[src/rtl/core/psd_pkg.sv]
package psd_pkg;

	localparam int SAMPLE_W        = 16;
	localparam int FRAC_W          = 8;
	localparam int STD_W           = 16;
	localparam int RAD_W           = 2 * STD_W;
	localparam int MAX_SAMPLES_DEF = 1024;

	typedef struct packed {
		logic busy;
		logic done;
	} psd_unit_sts_t;

	typedef enum logic [3:0] {
		S_LOAD,
		S_MEAN,
		S_MEAN_WAIT,
		S_PASS,
		S_VAR,
		S_VAR_WAIT,
		S_ROOT,
		S_ROOT_WAIT,
		S_EMIT
	} psd_state_t;

endpackage

[src/rtl/core/psd_sqrt.sv]
module psd_sqrt (
	input  logic                          clk,
	input  logic                          arst_n,
	input  logic                          start,
	input  logic [psd_pkg::RAD_W-1:0]     radicand,
	output psd_pkg::psd_unit_sts_t        sts,
	output logic [psd_pkg::STD_W-1:0]     root
);
	import psd_pkg::*;

	localparam int CW = $clog2(STD_W);

	logic [RAD_W-1:0] val_q;
	logic [STD_W:0]   rem_q;
	logic [STD_W-1:0] root_q;
	logic [CW-1:0]    cnt_q;
	logic             busy_q;
	logic             done_q;
	logic [STD_W+1:0] trial_rem;
	logic [STD_W+1:0] trial_sub;
	logic [STD_W+1:0] diff;
	logic             ge;

	assign trial_rem = {rem_q[STD_W-1:0], val_q[RAD_W-1 -: 2]};
	assign trial_sub = {root_q, 2'b01};
	assign diff      = trial_rem - trial_sub;
	assign ge        = trial_rem >= trial_sub;

	always_ff @(posedge clk or negedge arst_n) begin
		if (!arst_n) begin
			busy_q <= 1'b0;
			done_q <= 1'b0;
			cnt_q  <= '0;
		end else begin
			done_q <= 1'b0;
			if (start) begin
				busy_q <= 1'b1;
				cnt_q  <= CW'(STD_W - 1);
			end else if (busy_q) begin
				if (cnt_q == '0) begin
					busy_q <= 1'b0;
					done_q <= 1'b1;
				end else begin
					cnt_q <= cnt_q - 1'b1;
				end
			end
		end
	end

	always_ff @(posedge clk) begin
		if (start) begin
			val_q  <= radicand;
			rem_q  <= '0;
			root_q <= '0;
		end else if (busy_q) begin
			val_q  <= {val_q[RAD_W-3:0], 2'b00};
			rem_q  <= ge ? diff[STD_W:0] : trial_rem[STD_W:0];
			root_q <= {root_q[STD_W-2:0], ge};
		end
	end

	assign sts.busy = busy_q;
	assign sts.done = done_q;
	assign root     = root_q;

endmodule

[config.mk]
export PLATFORM = sky130hd
export DESIGN_NAME = psd_sqrt
export DESIGN_NICKNAME = d
export VERILOG_FILES = /design/src/rtl/core/psd_pkg.sv /design/src/rtl/core/psd_sqrt.sv
export SDC_FILE = /design/constraint.sdc
export NUM_CORES = 1
export LEC_CHECK = 0
export BUFFER_PORTS_ARGS = -buffer_cell sky130_fd_sc_hd__buf_2
export CORE_ASPECT_RATIO = 1.75
export CORE_UTILIZATION = 52
export CTS_CLUSTER_SIZE = 10
export DETAILED_ROUTE_END_ITERATION = 7
export PLACE_DENSITY = 0.76
export SYNTH_ARGS = -nofsm -noshare
export SYNTH_HDL_FRONTEND = slang
export SYNTH_SLANG_ARGS = --single-unit
[constraint.sdc]
create_clock -name clk -period 2.2 [get_ports clk]
set_input_delay 0.44 -clock clk [delete_from_list [all_inputs] [get_ports clk]]
set_output_delay 0.44 -clock clk [all_outputs]
set_load 0.1 [all_outputs]
==> results of run 1 <==
==> state kept, by name, indices dropped and copies added (netlist names) <==
name and flops:
rem_q 16, busy_q 1, cnt_q 4, val_q 32
done_q 1, root 16
==> layout make-up <==
class / count / area share, %
Clock buffer: 12 / 4.38
Timing Repair Buffer: 134 / 17.1
Sequential cell: 70 / 33.5
Clock inverter: 4 / 0.440
Tap cell: 86 / 1.99
Multi-Input combinational cell: 249 / 41.0
Inverter: 22 / 1.58
==> repair_timing <==
item                                    4_1_cts  5_1_grt
resized for setup                            39       26
hold buffers                                  1        0
pin swaps                                    11       14
endpoints found under the setup margin       17       17
buffers inserted                              8        4
gates cloned                                  2        0
endpoints found under the hold margin         6        0
==> worst register-to-register path, delay by kind of cell, from the launching register on <==
kind            cells  cell delay, ns
buf+inv             2            0.21
fa+ha+maj           1            0.27
simple gates        3            0.79
compound gates      4            0.69
flops               1            0.34
==> stage by stage <==
stage                     utilization, %  hold WS, ns  setup TNS, ns
after floorplan                        -        0.144          -3.63
after global placement              65.8        0.269          -3.03
after detailed placement            65.8        0.271          -4.33
after CTS                           73.5        0.388          -1.59
after global routing                75.2        0.393          -3.26
final                               75.2        0.387          -2.00
==> cell families (layout without fill, tap and decap cells) <==
group,count (synthesis),after routing,synth area share (%)
and+or+nand+nor,103,104,12.8
DFF,70,70,45.7
AOI/OAI and AO/OA,62,62,13.1
muxes,50,50,14.1
buffers and inverters,42,172,5.06
adders and majority gates,19,19,6.20
xor gates and xnor gates,14,14,3.20
==> worst min-delay path by stage <==
stage	from	end	slack, ns	depth (start not counted)
floorplan	arst_n	busy_q	0.14	0
global placement	arst_n	cnt_q[1]	0.27	1
detailed placement	arst_n	cnt_q[0]	0.27	1
CTS	radicand[0]	val_q[0]	0.39	2
global route	radicand[0]	val_q[0]	0.39	2
finish	radicand[0]	val_q[0]	0.39	2
==> where the power goes <==
part,switching [mW],leakage [nW],internal (mW)
logic,2.15,1.61,2.19
registers,0.128,0.677,1.54
clock network,0.530,0.120,0.757
==> metal layers <==
layer	GRT usage, %	vias to the layer above
met1	28.2	1527
li1	-	1552
met2	45.4	103
met3	5.51	34
met5	0	-
met4	13.0	0
==> cell usage in the layout (no fill, tap or decap), drive strengths merged, types with 10 or more instances in the layout <==
| cell | instances |
|---|---|
| a21oi | 16 |
| a311oi | 10 |
| buf | 133 |
| clkbuf | 12 |
| dfxtp | 32 |
| edfxtp | 32 |
| ha | 19 |
| inv | 22 |
| mux2 | 31 |
| mux2i | 19 |
| nand2 | 30 |
| nor2 | 38 |
==> impl_metrics.csv, run 1 <==
group,metric,value,unit
critical_path,cp.arrival,2.64,ns
synthesis,ys_types,56,
placed_design,gp_congestion,0.881,
placed_design,place_area,4730,sq um
status,violations,"negative setup slack",
critical_path,end_kind,"flop",
critical_path,slowest_stage,"dfxtp_4",
synthesis,netlist_area,3830,sq um
critical_path,r2r_cells,10,
routing,dr.pass1.iters,4,
routing,routed_wl,10000,um
grt,antenna_found_initial,0,
critical_path,cp_max_fo,7,
clocking,cts_max_level,3,
clocking,clkTransAtPathRegs,0.05,ns
placed_design,port_buffers,52,
floorplanning,dieArea,7740,sq um
synthesis,ys.warnings.count,0,
floorplanning,die_x,66.9,um
grt,grt_pass1_vias,3155,
timing,fin_crit,2.40,ns
timing,period_share,109,%
critical_path,critPathTopFamily,"simple AND/OR/NAND/NOR gates",
critical_path,cp.depth,10,
synthesis,async_flop_share,8.57,%
cells_and_area,num-fill-cells,474,
timing,relSlewSlack,51.7,%
placed_design,dp.cells,548,
cells_and_area,final_nets,540,
power_and_ir_drop,power,7.29,mW
synthesis,avgSynthCellArea,10.7,sq um
cells_and_area,finalInstanceArea,5400,sq um
floorplanning,coreArea,7180,sq um
grt,grt.total_usage,25.7,%
critical_path,critPathKind,"flop to flop",
critical_path,r2r_end,"rem_q[1]",
grt,grt_overflow,0,
cells_and_area,n_antenna_cell,0,
status,status,"finished, violations left",
floorplanning,start_util,53.4,%
timing,final_hold_viol_count,0,
synthesis,synth.largest_area_cell,"edfxtp_1",
power_and_ir_drop,ir_drop,0.000912,V
synthesis,syn_nets,414,
routing,route.vias.total,3216,
clocking,clock-sinks,70,
synthesis,synth_ff_type,"edfxtp_1",
routing,wl_met1,3940,um
clocking,cts_buffers,9,
synthesis,netlist_top_cells_count,"nor2_1, dfxtp_1, edfxtp_1",
synthesis,synthTopCellsByArea,"edfxtp_1, dfxtp_1, mux2_2",
timing,slew_viol_final,0,
clocking,cts_tree,"yes",
cells_and_area,area_growth,40.8,%
cells_and_area,final_cells,577,
routing,drc,0,
critical_path,startpoint,"root[0]",
clocking,clock_path_buffers,2,
routing,vias_per_cell,5.57,
timing,rsz0062_at_grt,"true",
power_and_ir_drop,p_per_area,1350,nW/um^2
critical_path,cpPeakStageDelay,0.34,ns
critical_path,path_buf_inv,2,
grt,grt_max_degree,33,
routing,post_drt_wl_per_cell,17.4,um
critical_path,start_kind,"flop",
critical_path,crit_required,2.45,ns
grt,grt_pass1_wl,14500,um
placed_design,hpwl,6150,um
clocking,clockRootBuffer,"clkbuf_16",
synthesis,synth_edf_count,32,
floorplanning,die_h,116,um
synthesis,yosysTopAreaCellShare,25.1,%
clocking,clk_latency,0.34,ns
placed_design,post-place-ws,-0.355,ns
cells_and_area,seq_area,1810,sq um
critical_path,worstReg2RegStart,"root[0]",
power_and_ir_drop,power_leakage,2.40,nW
routing,antenna_left,0,
floorplanning,row_count,41,
cells_and_area,multi_input_area,2210,sq um
critical_path,cp_cell_sequence,"inv_2 -> ha_4 -> nor2b_4 -> o2111ai_4 -> a211oi_4 -> a2111oi_4 -> buf_4 -> or2_4 -> or3_4 -> o311ai_2",
routing,route.met3.wl,370,um
floorplanning,ios,53,
cells_and_area,drive_gt1_share,53.0,%
routing,maxUsedRoutingLayer,"met4",
synthesis,synthCells,360,
timing,final-setup-viol-count,17,
run,cap_violations,0,
timing,layout_setup_ws,-0.199,ns
critical_path,crit_path_end,"rem_q[1]",
timing,max_slew.worst_pin.slew,0.725,ns
worst_hold_path,holdCritPathClass,"input port to flop",
synthesis,yosysMostFrequentCell,"nor2_1",
synthesis,seq_area_frac_synth,45.7,%
routing,wl_met2,5350,um
critical_path,worst-r2r-setup-slack,-0.20,ns
timing,fmax,0.417,GHz
timing,skew,0.00522,ns
routing,drt_iter0_markers,233,
synthesis,synth_seq_cells,70,
No activity file was read; power rests on OpenSTA's default activity.
==> run 2, diff against run 1 <==
Settings changed: REMOVE_ABC_BUFFERS set to 1.
==> run 2 against run 1 <==
  * Worst hold slack better by 0.010 ns
  * Core utilization up 0.59 points
  * Combinational power up 8.3%
  * Largest power group unchanged
  * The flow still finishes with violations (negative setup slack)
==> impl_metrics.csv, run 2 (same netlist as run 1, synthesis figures left out) <==
group,metric,value,unit
power_and_ir_drop,p_sw,2.91,mW
cells_and_area,layout_commonest_cell,"buf_4",
routing,vias_per_cell,5.76,
timing,rsz0062_at_grt,"true",
critical_path,cp_common_cell,"buf_6",
timing,finalSetupTns,-3.18,ns
routing,route.vias.total,3363,
critical_path,end_kind,"flop",
routing,routed_wl,11000,um
timing,holdWs,0.397,ns
cells_and_area,n_antenna_cell,0,
critical_path,start_kind,"flop",
timing,fmax,0.407,GHz
status,status,"finished, violations left",
timing,period_share,112,%
timing,max_slew.worst_pin.slew,0.715,ns
power_and_ir_drop,power_leakage,2.45,nW
clocking,clk_latency,0.34,ns
floorplanning,start_util,53.4,%
critical_path,cp.arrival,2.68,ns
grt,grt_pass1_vias,3501,
floorplanning,dieArea,7740,sq um
floorplanning,ios,53,
clocking,clock_path_buffers,2,
floorplanning,row_count,41,
placed_design,port_buffers,52,
worst_hold_path,holdCritPathClass,"input port to flop",
critical_path,cpPeakStageDelay,0.33,ns
timing,skew,0.0103,ns
timing,slew_viol_final,0,
power_and_ir_drop,p_per_area,1410,nW/um^2
floorplanning,die_h,116,um
status,violations,"negative setup slack",
cells_and_area,area_growth,41.9,%
routing,post_drt_wl_per_cell,18.9,um
floorplanning,die_x,66.9,um
clocking,cts_max_level,3,
timing,final-setup-viol-count,17,
power_and_ir_drop,combPwrFrac,61.2,%
placed_design,hpwl,6500,um
cells_and_area,top_register,"val_q",
power_and_ir_drop,swShare,37.9,%
placed_design,gp_congestion,0.933,
clocking,cts_buffers,9,
critical_path,cp_max_fo,5,
timing,relSlewSlack,52.4,%
grt,grt_overflow,0,
clocking,clock-sinks,70,
timing,fin_crit,2.45,ns
clocking,clkTransAtPathRegs,0.06,ns
cells_and_area,drive_gt1_share,50.0,%
critical_path,crit_required,2.43,ns
timing,final_hold_viol_count,0,
critical_path,cp_cell_sequence,"inv_2 -> ha_4 -> buf_6 -> nand4_1 -> nor4_4 -> a21o_1 -> a2111oi_4 -> buf_4 -> nor2_4 -> buf_6 -> nand2_2 -> a311oi_2",
clocking,cts_tree,"yes",
floorplanning,coreArea,7180,sq um
cells_and_area,final_nets,547,
clocking,clockRootBuffer,"clkbuf_16",
routing,dr.pass1.iters,6,
cells_and_area,largest_reg_flops,32,
power_and_ir_drop,power_frac_seq,21.9,%
routing,drt_iter0_markers,268,
critical_path,critPathKind,"flop to flop",
critical_path,slowest_stage,"dfxtp_2",
timing,layout_setup_ws,-0.254,ns
power_and_ir_drop,pwr-share-clk,16.8,%
grt,grt_max_degree,73,
grt,grt.total_usage,28.9,%
cells_and_area,final_cell_mix,"buf_4, buf_2, nor2_1",
run,cap_violations,0,
power_and_ir_drop,power.internal,4.77,mW
routing,drc,0,
power_and_ir_drop,ir_drop,0.000782,V
routing,antenna_left,0,
grt,grt_pass1_wl,16200,um
grt,antenna_found_initial,0,
==> run 2: cell count changes in the layout (fill, tap and decap cells not counted), sizes merged <==
cell and change:
buf +8, clkinv +2, clkbuf -1, clkinvlp -1
or2 -1
==> run 2: what timing repair did <==
item,4_1_cts,5_1_grt
endpoints found under the setup margin,17,17
pin swaps,22,13
gates resized for setup,46,24
hold buffers,1,0
gates cloned,2,0
endpoints found under the hold margin,6,0
buffers inserted,10,5
==> run 2: final timing paths <==
check                       startpoint       end  slack (ns)  depth (start not counted)
hold / removal             radicand[0]  val_q[0]        0.40                          2
hold reg to reg               cnt_q[1]  cnt_q[1]        0.53                          1
setup reg to reg               root[2]  rem_q[2]       -0.25                         12
min in group asynchronous       arst_n  cnt_q[2]        0.47                          2
max in group asynchronous       arst_n    busy_q        1.57                          2
setup / recovery               root[2]  rem_q[2]       -0.25                         12
==> run 2: layout make-up <==
class                           count  area (sq um)
Clock buffer                       11           233
Clock inverter                      5          26.3
Fill cell                         447          1740
Inverter                           22          82.6
Multi-Input combinational cell    248          2220
Sequential cell                    70          1760
Tap cell                           86           108
Timing Repair Buffer              142          1010
==> run 2: worst max-delay path: cells and delay by family (launching register included) <==
family	cells	cell delay, ns
fa+ha+maj	1	0.28
compound gates	3	0.61
buf+inv	4	0.49
flops	1	0.33
simple gates	4	0.62
==> run 2: stage by stage <==
stage	cell area [sq um]	util [%]	instances	worst slack, ns	power, mW
after floorplan	3720	-	340	-0.911	3.52
after global placement	4660	64.9	550	-0.188	4.73
after detailed placement	4660	64.9	550	-0.227	4.82
after CTS	5280	73.5	579	-0.0928	7.01
after global routing	5440	75.7	584	-0.338	8.02
final	5440	75.7	584	-0.254	7.67
==> run 2: power by group through the flow <==
stage / Sequential, mW / Clock (mW) / Combinational, mW
global placement: 1.65 / 0 / 3.07
global route: 1.69 / 1.36 / 4.97
CTS: 1.66 / 1.31 / 4.04
finish: 1.68 / 1.29 / 4.70
floorplan: 1.75 / 0 / 1.77
detailed placement: 1.66 / 0 / 3.15
==> run 2: routing by layer <==
layer / vias up / GRT usage (%) / routed length [um]
met4: 0 / 20.0 / 532
met5: - / 0 / 0
li1: 1567 / - / -
met1: 1626 / 27.8 / 3940
met3: 43 / 7.38 / 485
met2: 127 / 51.6 / 6050
==> run 3, diff against run 2 <==
Settings changed: RECOVER_POWER set to 100.
==> run 3 against run 2 <==
  * First-iteration DRC count is the same
  * The flow still finishes with violations (negative setup slack)
  * Via count barely moved
  * Clock skew about the same
  * Final cell count unchanged
  * Global-route usage stayed put
  * Final area hardly changed
  * Worst hold slack about the same
  * Non-clock buffer count is the same
  * Core utilization about the same
  * Sequential cell count did not move
==> impl_metrics.csv, run 3 (same netlist as run 1, synthesis figures left out) <==
group,metric,value,unit
floorplanning,coreArea,7180,sq um
cells_and_area,top_register,"val_q",
cells_and_area,n_antenna_cell,0,
timing,layout_setup_ws,-0.254,ns
cells_and_area,final_nets,547,
status,violations,"negative setup slack",
critical_path,start_kind,"flop",
power_and_ir_drop,ir_drop,0.000782,V
grt,grt.busiest_layer,"met2",
cells_and_area,drive_gt1_share,49.6,%
cells_and_area,finalInstanceArea,5440,sq um
cells_and_area,num-fill-cells,449,
grt,grtUsageMet1,27.8,%
floorplanning,die_h,116,um
routing,routed_wl,11000,um
timing,slew_viol_final,0,
cells_and_area,finish.utilization,75.7,%
grt,grt_use_met3,7.38,%
critical_path,cp.arrival,2.68,ns
cells_and_area,largest_reg_flops,32,
cells_and_area,area_growth,41.8,%
critical_path,r2r_cells,12,
grt,grt_pass1_vias,3501,
clocking,clk_latency,0.34,ns
grt,grt_pass1_wl,16200,um
placed_design,place_area,4660,sq um
critical_path,worstReg2RegStart,"root[2]",
status,status,"finished, violations left",
routing,drc,0,
critical_path,r2r_end,"rem_q[2]",
power_and_ir_drop,power,7.67,mW
clocking,cts_buffers,9,
timing,max_slew.worst_pin.slew,0.715,ns
critical_path,crit_required,2.43,ns
timing,fin_crit,2.45,ns
cells_and_area,final_cell_mix,"buf_4, buf_2, nor2_1",
placed_design,port_buffers,52,
run,cap_violations,0,
grt,grt_max_degree,73,
timing,fmax,0.407,GHz
routing,antenna_left,0,
timing,rsz0062_at_grt,"true",
critical_path,end_kind,"flop",
clocking,clock_path_buffers,2,
timing,final-setup-viol-count,17,
critical_path,cp_max_fo,5,
routing,route.vias.total,3361,
floorplanning,dieArea,7740,sq um
critical_path,critPathKind,"flop to flop",
routing,dr.pass1.iters,6,
floorplanning,die_x,66.9,um
routing,vias_per_cell,5.76,
clocking,clockRootBuffer,"clkbuf_16",
floorplanning,ios,53,
cells_and_area,multi_input_area,2220,sq um
clocking,cts_tree,"yes",
critical_path,startpoint,"root[2]",
grt,grt_overflow,0,
timing,relSlewSlack,52.3,%
timing,final_hold_viol_count,0,
clocking,clkTransAtPathRegs,0.06,ns
clocking,clock-sinks,70,
worst_hold_path,holdCritPathClass,"input port to flop",
placed_design,hpwl,6500,um
placed_design,gp_congestion,0.933,
routing,drt_iter0_markers,268,
power_and_ir_drop,p_per_area,1410,nW/um^2
floorplanning,row_count,41,
power_and_ir_drop,power_leakage,2.44,nW
critical_path,worst-r2r-setup-slack,-0.25,ns
routing,post_drt_wl_per_cell,18.9,um
timing,skew,0.0103,ns
clocking,cts_max_level,3,
cells_and_area,layout_commonest_cell,"buf_4",
grt,grt.total_usage,28.9,%
cells_and_area,seq_area,1760,sq um
critical_path,crit_path_end,"rem_q[2]",
timing,period_share,112,%
grt,antenna_found_initial,0,
floorplanning,start_util,53.4,%
grt,grtUsageMet2,51.6,%
run 3: metrics by stage:
step	hold slack [ns]	worst slack [ns]	setup TNS, ns	cells
4_1_cts	0.390	-0.0928	-0.789	579
2_1_floorplan	0.144	-0.911	-48.57	340
3_5_place_dp	0.270	-0.227	-2.49	550
3_3_place_gp	0.267	-0.188	-1.63	550
6_report	0.397	-0.254	-3.18	584
5_1_grt	0.394	-0.338	-4.78	584
run 3: layout make-up:
class / count / share of cell area (%)
clock buffer: 11 / 4.28
clock inverter: 5 / 0.483
inverter: 22 / 1.52
multi-input combinational: 248 / 40.9
sequential: 70 / 32.3
tap: 86 / 1.98
timing repair buffer: 142 / 18.5
run 3: power by group:
group / switching, mW / internal [mW] / total [mW]
Clock: 0.540 / 0.753 / 1.29
Combinational: 2.24 / 2.46 / 4.70
Sequential: 0.131 / 1.55 / 1.68
run 3: repair_timing:
action,CTS,global route
pin swaps,22,13
gates resized for setup,46,24
gates cloned,2,0
hold buffers,1,0
setup buffers,10,5
hold endpoints to repair,6,0
setup endpoints to repair,17,17
run 3: critical path, cell delays in order (launching register included):
cell       delay, ns
dfxtp_2         0.33
inv_2           0.05
ha_4            0.28
buf_6           0.12
nand4_1         0.18
nor4_4          0.22
a21o_1          0.25
a2111oi_4       0.05
buf_4           0.16
nor2_4          0.17
buf_6           0.16
nand2_2         0.05
a311oi_2        0.31
run 3: worst min path at each step:
stage                startpoint  endpoint  slack (ns)  cells after the start
floorplan                arst_n    busy_q        0.14                      0
global placement         arst_n    done_q        0.27                      1
detailed placement       arst_n    done_q        0.27                      1
CTS                 radicand[0]  val_q[0]        0.39                      2
global route        radicand[0]  val_q[0]        0.39                      2
finish              radicand[0]  val_q[0]        0.40                      2
run 3: layer usage:
layer  share of wire [%]  wire (um)  vias to the layer above
met1                  36       3940                     1624
met5                   0          0                        -
met4                 4.8        532                        0
li1                    -          -                     1567
met3                 4.4        485                       43
met2                  55       6050                      127
