## src/rtl/core/psd_pkg.sv

```systemverilog
package psd_pkg;

	localparam int SAMPLE_W        = 16;
	localparam int FRAC_W          = 8;
	localparam int STD_W           = 16;
	localparam int RAD_W           = 2 * STD_W;
	localparam int MAX_SAMPLES_DEF = 1024;

	typedef struct packed {
		logic busy;
		logic done;
	} psd_unit_sts_t;

	typedef enum logic [3:0] {
		S_LOAD,
		S_MEAN,
		S_MEAN_WAIT,
		S_PASS,
		S_VAR,
		S_VAR_WAIT,
		S_ROOT,
		S_ROOT_WAIT,
		S_EMIT
	} psd_state_t;

endpackage

```

## src/rtl/core/psd_div.sv

```systemverilog
module psd_div #(
	parameter int DVD_W = 58,
	parameter int DVS_W = 11
) (
	input  logic                   clk,
	input  logic                   arst_n,
	input  logic                   start,
	input  logic [DVD_W-1:0]       dividend,
	input  logic [DVS_W-1:0]       divisor,
	output psd_pkg::psd_unit_sts_t sts,
	output logic [DVD_W-1:0]       quotient,
	output logic                   rem_nz
);
	import psd_pkg::*;

	localparam int CW = $clog2(DVD_W);

	logic [DVD_W-1:0] quo_q;
	logic [DVS_W-1:0] rem_q;
	logic [DVS_W-1:0] dvs_q;
	logic [CW-1:0]    cnt_q;
	logic             busy_q;
	logic             done_q;
	logic [DVS_W:0]   trial;
	logic [DVS_W:0]   diff;
	logic             ge;

	assign trial = {rem_q, quo_q[DVD_W-1]};
	assign diff  = trial - {1'b0, dvs_q};
	assign ge    = trial >= {1'b0, dvs_q};

	always_ff @(posedge clk or negedge arst_n) begin
		if (!arst_n) begin
			busy_q <= 1'b0;
			done_q <= 1'b0;
			cnt_q  <= '0;
		end else begin
			done_q <= 1'b0;
			if (start) begin
				busy_q <= 1'b1;
				cnt_q  <= CW'(DVD_W - 1);
			end else if (busy_q) begin
				if (cnt_q == '0) begin
					busy_q <= 1'b0;
					done_q <= 1'b1;
				end else begin
					cnt_q <= cnt_q - 1'b1;
				end
			end
		end
	end

	always_ff @(posedge clk) begin
		if (start) begin
			quo_q <= dividend;
			rem_q <= '0;
			dvs_q <= divisor;
		end else if (busy_q) begin
			quo_q <= {quo_q[DVD_W-2:0], ge};
			rem_q <= ge ? diff[DVS_W-1:0] : trial[DVS_W-1:0];
		end
	end

	assign sts.busy = busy_q;
	assign sts.done = done_q;
	assign quotient = quo_q;
	assign rem_nz   = |rem_q;

endmodule

```

## config.mk

```make
export PLATFORM = sky130hd
export DESIGN_NAME = psd_div
export DESIGN_NICKNAME = d
export VERILOG_FILES = /design/src/rtl/core/psd_pkg.sv /design/src/rtl/core/psd_div.sv
export SDC_FILE = /design/constraint.sdc
export NUM_CORES = 1
export LEC_CHECK = 0
export BUFFER_PORTS_ARGS = -buffer_cell sky130_fd_sc_hd__buf_4
export CAP_MARGIN = 10
export CELL_PAD_IN_SITES_DETAIL_PLACEMENT = 1
export CELL_PAD_IN_SITES_GLOBAL_PLACEMENT = 2
export CORE_MARGIN = 1.5
export CORE_UTILIZATION = 30
export CTS_CLUSTER_SIZE = 25
export DETAILED_ROUTE_END_ITERATION = 7
export GPL_TIMING_DRIVEN = 0
export PLACE_DENSITY_LB_ADDON = 0.1
export SLEW_MARGIN = 30
export SYNTH_ARGS = -nofsm -noshare
export SYNTH_HDL_FRONTEND = slang
export SYNTH_SLANG_ARGS = --single-unit
```

## constraint.sdc

```tcl
create_clock -name clk -period 2.42 [get_ports clk]
set_clock_uncertainty 0.1 [all_clocks]
set_input_delay 0.484 -clock clk [delete_from_list [all_inputs] [get_ports clk]]
set_output_delay 0.484 -clock clk [all_outputs]
set_load 0.01 [all_outputs]
```

==> qor.txt, run 1 <==
OUTCOME
----------------------------------------------------------------------------------
Outcome ............................................................. complete, but fails checks
Violations in the final reports ..................................... negative setup slack

CRITICAL PATH
----------------------------------------------------------------------------------
Data required, critical path ........................................      2.42 ns
Largest fanout on the critical path .................................            5
Depth of the worst register-to-register path ........................           10
Register-to-register setup slack ....................................     -0.01 ns
Element type at the critical path start .............................     register
End of the worst register-to-register path ..........................  quotient[0]
Element type at the critical path end ...............................     register
Beginning of the worst register-to-register path .................... quotient[57]
Data arrival at the endpoint of the critical path ...................      2.43 ns
Type of the worst setup path ........................................   reg -> reg

TIMING
----------------------------------------------------------------------------------
RSZ-0062 raised after global routing ................................          yes
Final setup violation count .........................................            1
Setup ws final ......................................................   -0.0122 ns
Worst slew slack as a fraction of its limit .........................        51.8%
Summed negative setup slack over all endpoints ......................   -0.0122 ns
Post-layout min period ..............................................      2.43 ns
Final hold violation count ..........................................            0
Share of the clock period used by the worst path ....................         101%
Slew at the pin closest to its max-slew limit .......................     0.723 ns
FMAX ................................................................      411 MHz
Max Slew Vio Count ..................................................            0

SYNTHESIS
----------------------------------------------------------------------------------
Synth unique cells ..................................................           50
Average footprint of a synthesized cell .............................    13.8 um^2
Net count of the mapped netlist .....................................          400
Number of cells produced by synthesis ...............................          314
Post-synthesis sequential area ratio ................................        57.6%
Synth warnings ......................................................            0
Number of enable flip-flop cells after synthesis ....................           69
Share of synthesized flip-flops with an asynchronous set or reset ...        9.09%
Flip-flop and latch count after synthesis ...........................           88
Netlist area before placement ....................................... 0.00433 mm^2
Dominant synthesized flop cell ......................................     edfxtp_1

CELLS AND AREA
----------------------------------------------------------------------------------
Post-synthesis to final-layout area growth ..........................        37.2%
N_diodes ............................................................            0
Summed area of non-filler cells in the final layout ................. 0.00594 mm^2
Share of final-layout standard cells stronger than drive strength 1 .        50.2%
Core utilization of the finished layout .............................        42.5%
Number of nets in the layout ........................................          553
Leading cell types in the layout, fill and taps excluded ............ 141 x buf_4, 69 x edfxtp_1, 58 x mux2_2
Most common cell after layout, fill and taps aside ..................        buf_4

ROUTING
----------------------------------------------------------------------------------
Number of DRC violations after detailed-routing iteration 0 .........          112
Count of vias placed by the detailed router .........................         3075
Average wire length per cell after detail routing ...................      17.0 um
Post-detailed-route DRC marker count ................................            0
Via/cell ratio ......................................................         4.72
Residual antenna-violating net count after detailed routing .........            0
First-pass iteration count of the detailed router ...................            4
Total wire length after detailed routing ............................     11100 um

DIE
----------------------------------------------------------------------------------
Overall die area ....................................................  0.0152 mm^2
CORE AREA ...........................................................  0.0140 mm^2
Overall die width ...................................................       123 um
Row cnt .............................................................           43
Die Y ...............................................................       123 um
Initial Utilization .................................................        30.9%
I/O pin total .......................................................          133

CLOCK TREE
----------------------------------------------------------------------------------
Root Buffer Master ..................................................    clkbuf_16
Clock net sink count ................................................           88
CTS tree ............................................................          yes
CTS Buf Count .......................................................            9
Clock slew at reported path FFs .....................................      0.07 ns
Clock latency on the worst-skew pair ................................      0.34 ns
Htree depth .........................................................            3
Buffers from clock root to sink, at most ............................            2

GLOBAL ROUTING
----------------------------------------------------------------------------------
Global routing met1 resource utilization ............................        18.5%
Global-route wire length before repair ..............................     17700 um
Pin count of the biggest net entering global routing ................           59
Initial antenna violation count .....................................            0
GR Layer Usage met2 .................................................        24.7%
Busiest layer in global routing .....................................         met2
Total GRT Usage .....................................................        15.4%
Grt ovf .............................................................            0
Met3 global-route usage .............................................        7.84%
Vias in the first global route ......................................         3369

PLACED DESIGN
----------------------------------------------------------------------------------
Instance area after placement ....................................... 0.00555 mm^2
Sum of net half-perimeters after detailed placement .................      7930 um
RePlAce Congestion ..................................................        0.700
Place WS ............................................................    -0.253 ns
Count of buffers inserted at the top-level ports ....................          132

POWER
----------------------------------------------------------------------------------
Power density over cell area ........................................  834 mW/mm^2
Total leakage power .................................................      2.47 nW
Maximum vdd ir drop .................................................       447 uV
Overall power after layout ..........................................      4.95 mW

MIN PATH
----------------------------------------------------------------------------------
Worst hold path startpoint ..........................................   divisor[6]
Capture endpoint of the worst hold path .............................     dvs_q[6]
Min-Delay Path Depth ................................................            1
Class of the tightest hold or removal check .........................    in -> reg

RUN
----------------------------------------------------------------------------------
Count of maximum capacitance violations .............................            0

[Yosys cell counts (4+ instances only)]
library cell,instances,share of area [%]
nor4_1,4,0.58
edfxtp_1,69,48
o21ai_0,5,0.58
a21oi_1,6,0.69
nor2_1,19,1.6
dfrtp_1,8,4.6
a211oi_1,8,1.4
buf_4,4,0.69
inv_1,14,1.2
ha_1,13,3.8
xnor2_1,7,1.4
nand2b_1,8,1.2
clkbuf_1,10,0.87
mux2_2,58,15
mux2i_1,7,1.6
nand2_1,9,0.78
nor3_1,4,0.46
dfxtp_1,11,5.1
[worst max path at each step]
stage                 start            to  cells after the start
2_1_floorplan  quotient[57]   quotient[0]                      9
3_3_place_gp          start  quotient[38]                      4
3_5_place_dp          start  quotient[38]                      4
4_1_cts        quotient[57]     rem_q[10]                     10
5_1_grt        quotient[57]   quotient[0]                     10
6_report       quotient[57]   quotient[0]                     10
[kinds of logic after synthesis]
kind of cell / synth area share (%)
buf+inv: 3.35
compound gates: 6.76
mux: 17.1
simple gates: 9.02
fa+ha+maj: 4.22
flops: 57.6
xor+xnor: 2.02
[flip-flops by register name, indices dropped and copies added, names as in the netlist]
| register | flops |
|---|---|
| quotient | 58 |
| dvs_q | 11 |
| cnt_q | 6 |
| done_q | 1 |
| rem_q | 11 |
| busy_q | 1 |
[cell type report]
class / count / area (um^2)
fill: 1499 / 8050
buffer: 17 / 92.6
tap: 180 / 225
inverter: 15 / 56.3
timing repair buffer: 141 / 1090
multi-input combinational: 195 / 1720
sequential: 88 / 2490
clock inverter: 6 / 36.3
clock buffer: 10 / 229
[stage by stage]
step                      std cells  hold WS [ns]
after floorplan                 314        0.0884
after global placement          626         0.211
after detailed placement        626         0.211
after CTS                       645         0.197
after global routing            652         0.196
final                           652         0.219
[critical path, cell delays in order, from the launching register on]
cell and delay, ns:
edfxtp_1 0.40, inv_2 0.09, ha_4 0.14, fa_2 0.24, nor2b_4 0.05, o31a_4 0.30, o21ai_4 0.22, o21ai_4 0.11
buf_6 0.14, clkbuf_16 0.14, mux2_2 0.25
[per-layer routing]
layer	up-vias	wire [um]
met1	1507	4680
met3	10	933
li1	1483	-
met2	75	5380
met4	0	111
met5	-	0
[what timing repair did]
| action | 4_1_cts | 5_1_grt |
|---|---|---|
| hold buffers | 1 | 0 |
| pin swaps | 1 | 9 |
| cloned | 0 | 2 |
| hold endpoints to repair | 8 | 0 |
| buffers inserted | 2 | 5 |
| endpoints found under the setup margin | 12 | 43 |
| resized for setup | 1 | 7 |
[power breakdown]
| part | switching [mW] | internal, mW | total, mW | leakage [nW] |
|---|---|---|---|---|
| clock network | 0.598 | 0.691 | 1.29 | 0.132 |
| logic | 0.768 | 0.870 | 1.64 | 1.44 |
| registers | 0.167 | 1.86 | 2.03 | 0.901 |
No activity file was read; power rests on OpenSTA's default activity.
==> inputs of run 2 (changes only) <==
--- a/config.mk
+++ b/config.mk
@@ -14,6 +14,7 @@
 export CTS_CLUSTER_SIZE = 25
 export DETAILED_ROUTE_END_ITERATION = 7
 export GPL_TIMING_DRIVEN = 0
+export MAX_ROUTING_LAYER = met4
 export PLACE_DENSITY_LB_ADDON = 0.1
 export SLEW_MARGIN = 30
 export SYNTH_ARGS = -nofsm -noshare
==> qor.txt, run 2 (synthesis results as in run 1) <==
ROUTING
----------------------------------------------------------------------------------
Average wire length per cell after detail routing ...................      17.1 um
Count of vias placed by the detailed router .........................         3094
Residual antenna-violating net count after detailed routing .........            0
Post-detailed-route DRC marker count ................................            0
Via/cell ratio ......................................................         4.75
Total wire length after detailed routing ............................     11200 um
Number of DRC violations after detailed-routing iteration 0 .........          121
First-pass iteration count of the detailed router ...................            4

DIE
----------------------------------------------------------------------------------
Overall die area ....................................................  0.0152 mm^2
Row cnt .............................................................           43
I/O pin total .......................................................          133
Die Y ...............................................................       123 um
Overall die width ...................................................       123 um
CORE AREA ...........................................................  0.0140 mm^2
Initial Utilization .................................................        30.9%

POWER
----------------------------------------------------------------------------------
Total leakage power .................................................      2.47 nW
Maximum vdd ir drop .................................................       448 uV
Int Pwr .............................................................      3.42 mW
Net switching fraction of the power .................................        31.0%
Overall power after layout ..........................................      4.96 mW
Reported net switching power ........................................      1.54 mW
Portion of total power attributed to the clock network ..............        26.0%
Power density over cell area ........................................  834 mW/mm^2
Comb power frac .....................................................        33.1%
Share of power burned in registers ..................................        40.8%

PLACED DESIGN
----------------------------------------------------------------------------------
Instance area after placement ....................................... 0.00555 mm^2
Count of buffers inserted at the top-level ports ....................          132
RePlAce Congestion ..................................................        0.708
Place WS ............................................................    -0.253 ns
Sum of net half-perimeters after detailed placement .................      7930 um

CRITICAL PATH
----------------------------------------------------------------------------------
Element type at the critical path start .............................     register
Data required, critical path ........................................      2.42 ns
Type of the worst setup path ........................................   reg -> reg
Data arrival at the endpoint of the critical path ...................      2.43 ns
Element type at the critical path end ...............................     register
Largest fanout on the critical path .................................            5

TIMING
----------------------------------------------------------------------------------
FMAX ................................................................      411 MHz
Max Slew Vio Count ..................................................            0
Summed negative setup slack over all endpoints ......................   -0.0125 ns
Worst slew slack as a fraction of its limit .........................        51.0%
RSZ-0062 raised after global routing ................................          yes
Post-layout min period ..............................................      2.43 ns
Final setup violation count .........................................            1
Share of the clock period used by the worst path ....................         101%
Final hold violation count ..........................................            0
Slew at the pin closest to its max-slew limit .......................     0.734 ns
Setup ws final ......................................................   -0.0125 ns

GLOBAL ROUTING
----------------------------------------------------------------------------------
Vias in the first global route ......................................         3381
Initial antenna violation count .....................................            0
Global-route wire length before repair ..............................     17600 um
Grt ovf .............................................................            0
Total GRT Usage .....................................................        15.9%
Pin count of the biggest net entering global routing ................           59

CELLS AND AREA
----------------------------------------------------------------------------------
Leading cell types in the layout, fill and taps excluded ............ 141 x buf_4, 69 x edfxtp_1, 58 x mux2_2
Post-synthesis to final-layout area growth ..........................        37.3%
Max FFs per register ................................................           58
Final-layout fill cell count ........................................         1498
Share of final-layout standard cells stronger than drive strength 1 .        50.4%
N_diodes ............................................................            0
Most common cell after layout, fill and taps aside ..................        buf_4
Summed area of non-filler cells in the final layout ................. 0.00594 mm^2
Number of nets in the layout ........................................          553

CLOCK TREE
----------------------------------------------------------------------------------
CTS Buf Count .......................................................            9
Clock net sink count ................................................           88
Buffers from clock root to sink, at most ............................            2
CTS tree ............................................................          yes
Root Buffer Master ..................................................    clkbuf_16
Clock latency on the worst-skew pair ................................      0.34 ns
Htree depth .........................................................            3
Clock slew at reported path FFs .....................................      0.07 ns

OUTCOME
----------------------------------------------------------------------------------
Outcome ............................................................. complete, but fails checks
Violations in the final reports ..................................... negative setup slack

RUN
----------------------------------------------------------------------------------
Count of maximum capacitance violations .............................            0

MIN PATH
----------------------------------------------------------------------------------
Class of the tightest hold or removal check .........................    in -> reg

==> run 2: critical path, cell delays in order (launching register included) <==
cell and delay, ns:
edfxtp_1 0.40, inv_2 0.09, ha_4 0.14, fa_2 0.24, nor2b_4 0.05, o31a_4 0.30
o21ai_4 0.22, o21ai_4 0.11, buf_6 0.14, clkbuf_16 0.15, mux2_2 0.25
==> run 2: final timing paths <==
| path | to | depth (start not counted) | startpoint | slack (ns) |
|---|---|---|---|---|
| setup / recovery | quotient[0] | 10 | quotient[57] | -0.01 |
| max in group asynchronous | done_q | 2 | arst_n | 1.70 |
| hold / removal | dvs_q[6] | 1 | divisor[6] | 0.22 |
| hold reg to reg | rem_q[3] | 2 | rem_q[3] | 0.44 |
| setup reg to reg | quotient[0] | 10 | quotient[57] | -0.01 |
| min in group asynchronous | cnt_q[5] | 2 | arst_n | 0.39 |
==> run 2: final cells by class <==
class / count / area, um^2 / share of cell area, %
sequential: 88 / 2490 / 41.9
clock buffer: 10 / 229 / 3.85
tap: 180 / 225 / 3.79
clock inverter: 6 / 36.3 / 0.611
multi-input combinational: 195 / 1730 / 29.0
buffer: 17 / 92.6 / 1.56
timing repair buffer: 141 / 1090 / 18.3
inverter: 15 / 56.3 / 0.947
==> run 2: power groups by stage <==
stage               Sequential, mW  Combinational (mW)  Clock [mW]
finish                        2.03                1.64        1.29
global route                  2.06                1.82        1.38
CTS                           2.03                1.57        1.34
detailed placement            2.06                1.54           0
global placement              2.05                1.52           0
floorplan                     2.06               0.965           0
==> run 2: per-layer routing <==
metal / up-vias / GRT usage (%) / wire (um)
li1: 1481 / - / -
met1: 1522 / 19.3 / 4830
met2: 79 / 24.5 / 5400
met3: 12 / 6.87 / 828
met4: 0 / 3.66 / 105
met5: - / - / 0
==> run 2: stage by stage <==
| step | std cells | hold WS [ns] | util [%] |
|---|---|---|---|
| finish | 652 | 0.218 | 42.5 |
| global route | 652 | 0.196 | 42.5 |
| CTS | 645 | 0.197 | 41.8 |
| detailed placement | 626 | 0.211 | 39.7 |
| global placement | 626 | 0.211 | 39.6 |
| floorplan | 314 | 0.0884 | - |
==> run 2: timing repair <==
item / CTS / global route
hold buffers: 1 / 0
cloned: 0 / 2
hold endpoints to repair: 8 / 0
setup endpoints to repair: 12 / 57
resized for setup: 1 / 8
pin swaps: 1 / 9
setup buffers: 2 / 5
==> inputs of run 3 (changes only) <==
--- a/config.mk
+++ b/config.mk
@@ -5,7 +5,7 @@
 export SDC_FILE = /design/constraint.sdc
 export NUM_CORES = 1
 export LEC_CHECK = 0
-export BUFFER_PORTS_ARGS = -buffer_cell sky130_fd_sc_hd__buf_4
+export BUFFER_PORTS_ARGS = -buffer_cell sky130_fd_sc_hd__buf_2
 export CAP_MARGIN = 10
 export CELL_PAD_IN_SITES_DETAIL_PLACEMENT = 1
 export CELL_PAD_IN_SITES_GLOBAL_PLACEMENT = 2
==> qor.txt, run 3 (synthesis results as in run 1) <==
PLACED DESIGN
----------------------------------------------------------------------------------
Instance area after placement ....................................... 0.00522 mm^2
RePlAce Congestion ..................................................        0.720
Sum of net half-perimeters after detailed placement .................      7800 um
Place WS ............................................................    -0.369 ns
Count of buffers inserted at the top-level ports ....................          132

CRITICAL PATH
----------------------------------------------------------------------------------
First element of the critical path .................................. quotient[57]
Beginning of the worst register-to-register path .................... quotient[57]
Gate family responsible for the most delay along the worst path ..... compound AO/OA/AOI/OAI gates
Largest fanout on the critical path .................................            4
Element type at the critical path end ...............................     register
Maximum single-stage delay on the critical path .....................      0.40 ns
Data required, critical path ........................................      2.57 ns
Data arrival at the endpoint of the critical path ...................      2.56 ns
Buffers and inverters on the worst path .............................            2
Critical Path, Cell by Cell ......................................... inv_2 -> ha_4 -> fa_2 -> nor2b_4 -> o31a_4 -> o21ai_4 -> buf_6 -> mux2i_4 -> o21ai_2 -> a311oi_2
Slowest cell on the critical path ...................................     edfxtp_1
Type of the worst setup path ........................................   reg -> reg
Element type at the critical path start .............................     register

POWER
----------------------------------------------------------------------------------
Maximum vdd ir drop .................................................       362 uV
Int Pwr .............................................................      3.58 mW
Total leakage power .................................................      2.38 nW
Portion of total power attributed to the clock network ..............        29.4%
Net switching fraction of the power .................................        30.1%
Power density over cell area ........................................  898 mW/mm^2
Share of power burned in registers ..................................        39.3%
Reported net switching power ........................................      1.54 mW
Comb power frac .....................................................        31.3%

TIMING
----------------------------------------------------------------------------------
Final hold violation count ..........................................            0
RSZ-0062 raised after global routing ................................          yes
Slew at the pin closest to its max-slew limit .......................     0.757 ns
FMAX ................................................................      415 MHz
Summed negative setup slack over all endpoints ......................         0 ns
Post-layout min period ..............................................      2.41 ns
Final setup violation count .........................................            0
Share of the clock period used by the worst path ....................        99.6%
Post-route worst hold slack .........................................     0.221 ns
Worst slew slack as a fraction of its limit .........................        49.6%
Max Slew Vio Count ..................................................            0
Setup ws final ......................................................   0.00878 ns

CLOCK TREE
----------------------------------------------------------------------------------
Clock slew at reported path FFs .....................................      0.06 ns
CTS Buf Count .......................................................            9
Clock net sink count ................................................           88
Htree depth .........................................................            3
Root Buffer Master ..................................................    clkbuf_16
Buffers from clock root to sink, at most ............................            2
CTS tree ............................................................          yes
Clock latency on the worst-skew pair ................................      0.34 ns

ROUTING
----------------------------------------------------------------------------------
Average wire length per cell after detail routing ...................      16.7 um
Total wire length after detailed routing ............................     10900 um
Number of DRC violations after detailed-routing iteration 0 .........           86
Residual antenna-violating net count after detailed routing .........            0
Via/cell ratio ......................................................         4.71
Post-detailed-route DRC marker count ................................            0
First-pass iteration count of the detailed router ...................            4
Count of vias placed by the detailed router .........................         3073

GLOBAL ROUTING
----------------------------------------------------------------------------------
Vias in the first global route ......................................         3249
Grt ovf .............................................................            0
Initial antenna violation count .....................................            0
Total GRT Usage .....................................................        15.2%
Global-route wire length before repair ..............................     16800 um
Pin count of the biggest net entering global routing ................           59

DIE
----------------------------------------------------------------------------------
CORE AREA ...........................................................  0.0140 mm^2
Overall die width ...................................................       123 um
Die Y ...............................................................       123 um
I/O pin total .......................................................          133
Initial Utilization .................................................        30.9%
Overall die area ....................................................  0.0152 mm^2
Row cnt .............................................................           43

CELLS AND AREA
----------------------------------------------------------------------------------
Core utilization of the finished layout .............................        40.8%
Share of final-layout standard cells stronger than drive strength 1 .        51.2%
Max FFs per register ................................................           58
Post-synthesis to final-layout area growth ..........................        31.8%
Most common cell after layout, fill and taps aside ..................        buf_2
Leading cell types in the layout, fill and taps excluded ............ 134 x buf_2, 69 x edfxtp_1, 58 x mux2_2
Summed area of non-filler cells in the final layout ................. 0.00571 mm^2
Number of nets in the layout ........................................          552

MIN PATH
----------------------------------------------------------------------------------
Worst hold path startpoint ..........................................   divisor[4]
Class of the tightest hold or removal check .........................    in -> reg

OUTCOME
----------------------------------------------------------------------------------
Outcome .............................................................    completed

RUN
----------------------------------------------------------------------------------
Count of maximum capacitance violations .............................            0

[run 3: cell types whose count changed in the layout (fill, tap and decap cells not counted), sizes merged]
cell	before	now
bufinv	0	2
buf	146	145
clkinvlp	1	0
clkinv	5	1
clkbuf	21	24
diode	0	1
[run 3: through the flow]
step | power (mW) | instances
2_1_floorplan | 3.03 | 314
3_3_place_gp | 3.47 | 626
3_5_place_dp | 3.48 | 626
4_1_cts | 5.06 | 645
5_1_grt | 5.44 | 651
6_report | 5.13 | 652
[run 3: routing by layer]
layer	global-route usage, %	vias up	routed length (um)
met3	6.13	8	719
met4	3.88	0	102
met5	-	-	0
li1	-	1483	-
met2	23.6	77	5270
met1	18.6	1505	4790
[run 3: timing repair]
action	4_1_cts	5_1_grt
gates resized for setup	2	16
endpoints found under the hold margin	8	0
pin swaps	2	16
hold buffers	1	0
gates cloned	0	2
setup endpoints to repair	12	70
setup buffers	2	4
[run 3: layout make-up]
type                            instances  area, um^2
Tap cell                              180         225
Clock buffer                           13         250
Sequential cell                        88        2490
Inverter                               15        56.3
Antenna cell                            1        2.50
Fill cell                            1554        8280
Clock inverter                          3        65.1
Buffer                                 17        96.3
Timing Repair Buffer                  140         744
Multi-Input combinational cell        195        1780
[run 3: power groups by stage]
stage	registers [mW]	logic (mW)	clock network, mW
after global placement	2.05	1.42	0
after CTS	2.02	1.46	1.57
final	2.02	1.60	1.51
after global routing	2.05	1.77	1.62
after floorplan	2.06	0.965	0
after detailed placement	2.05	1.44	0
[run 3: path summary, 6_finish.rpt]
path                             endpoint  slack, ns  cells after the start
worst max-delay path            rem_q[10]      0.009                     10
worst min register to register   rem_q[3]       0.44                      2
worst max register to register  rem_q[10]      0.009                     10
max in group asynchronous          busy_q       1.64                      2
min in group asynchronous        cnt_q[4]       0.41                      2
worst min-delay path             dvs_q[4]       0.22                      1
[run 3: worst reg2reg max path: cells and delay by family (launching register included)]
| family | cells | cell delay (ns) |
|---|---|---|
| buffers and inverters | 2 | 0.24 |
| multiplexers | 1 | 0.21 |
| flip-flops | 1 | 0.40 |
| adder cells (fa/ha/maj) | 2 | 0.38 |
| AND/OR/NAND/NOR | 1 | 0.05 |
| AO/OA/AOI/OAI | 4 | 0.93 |
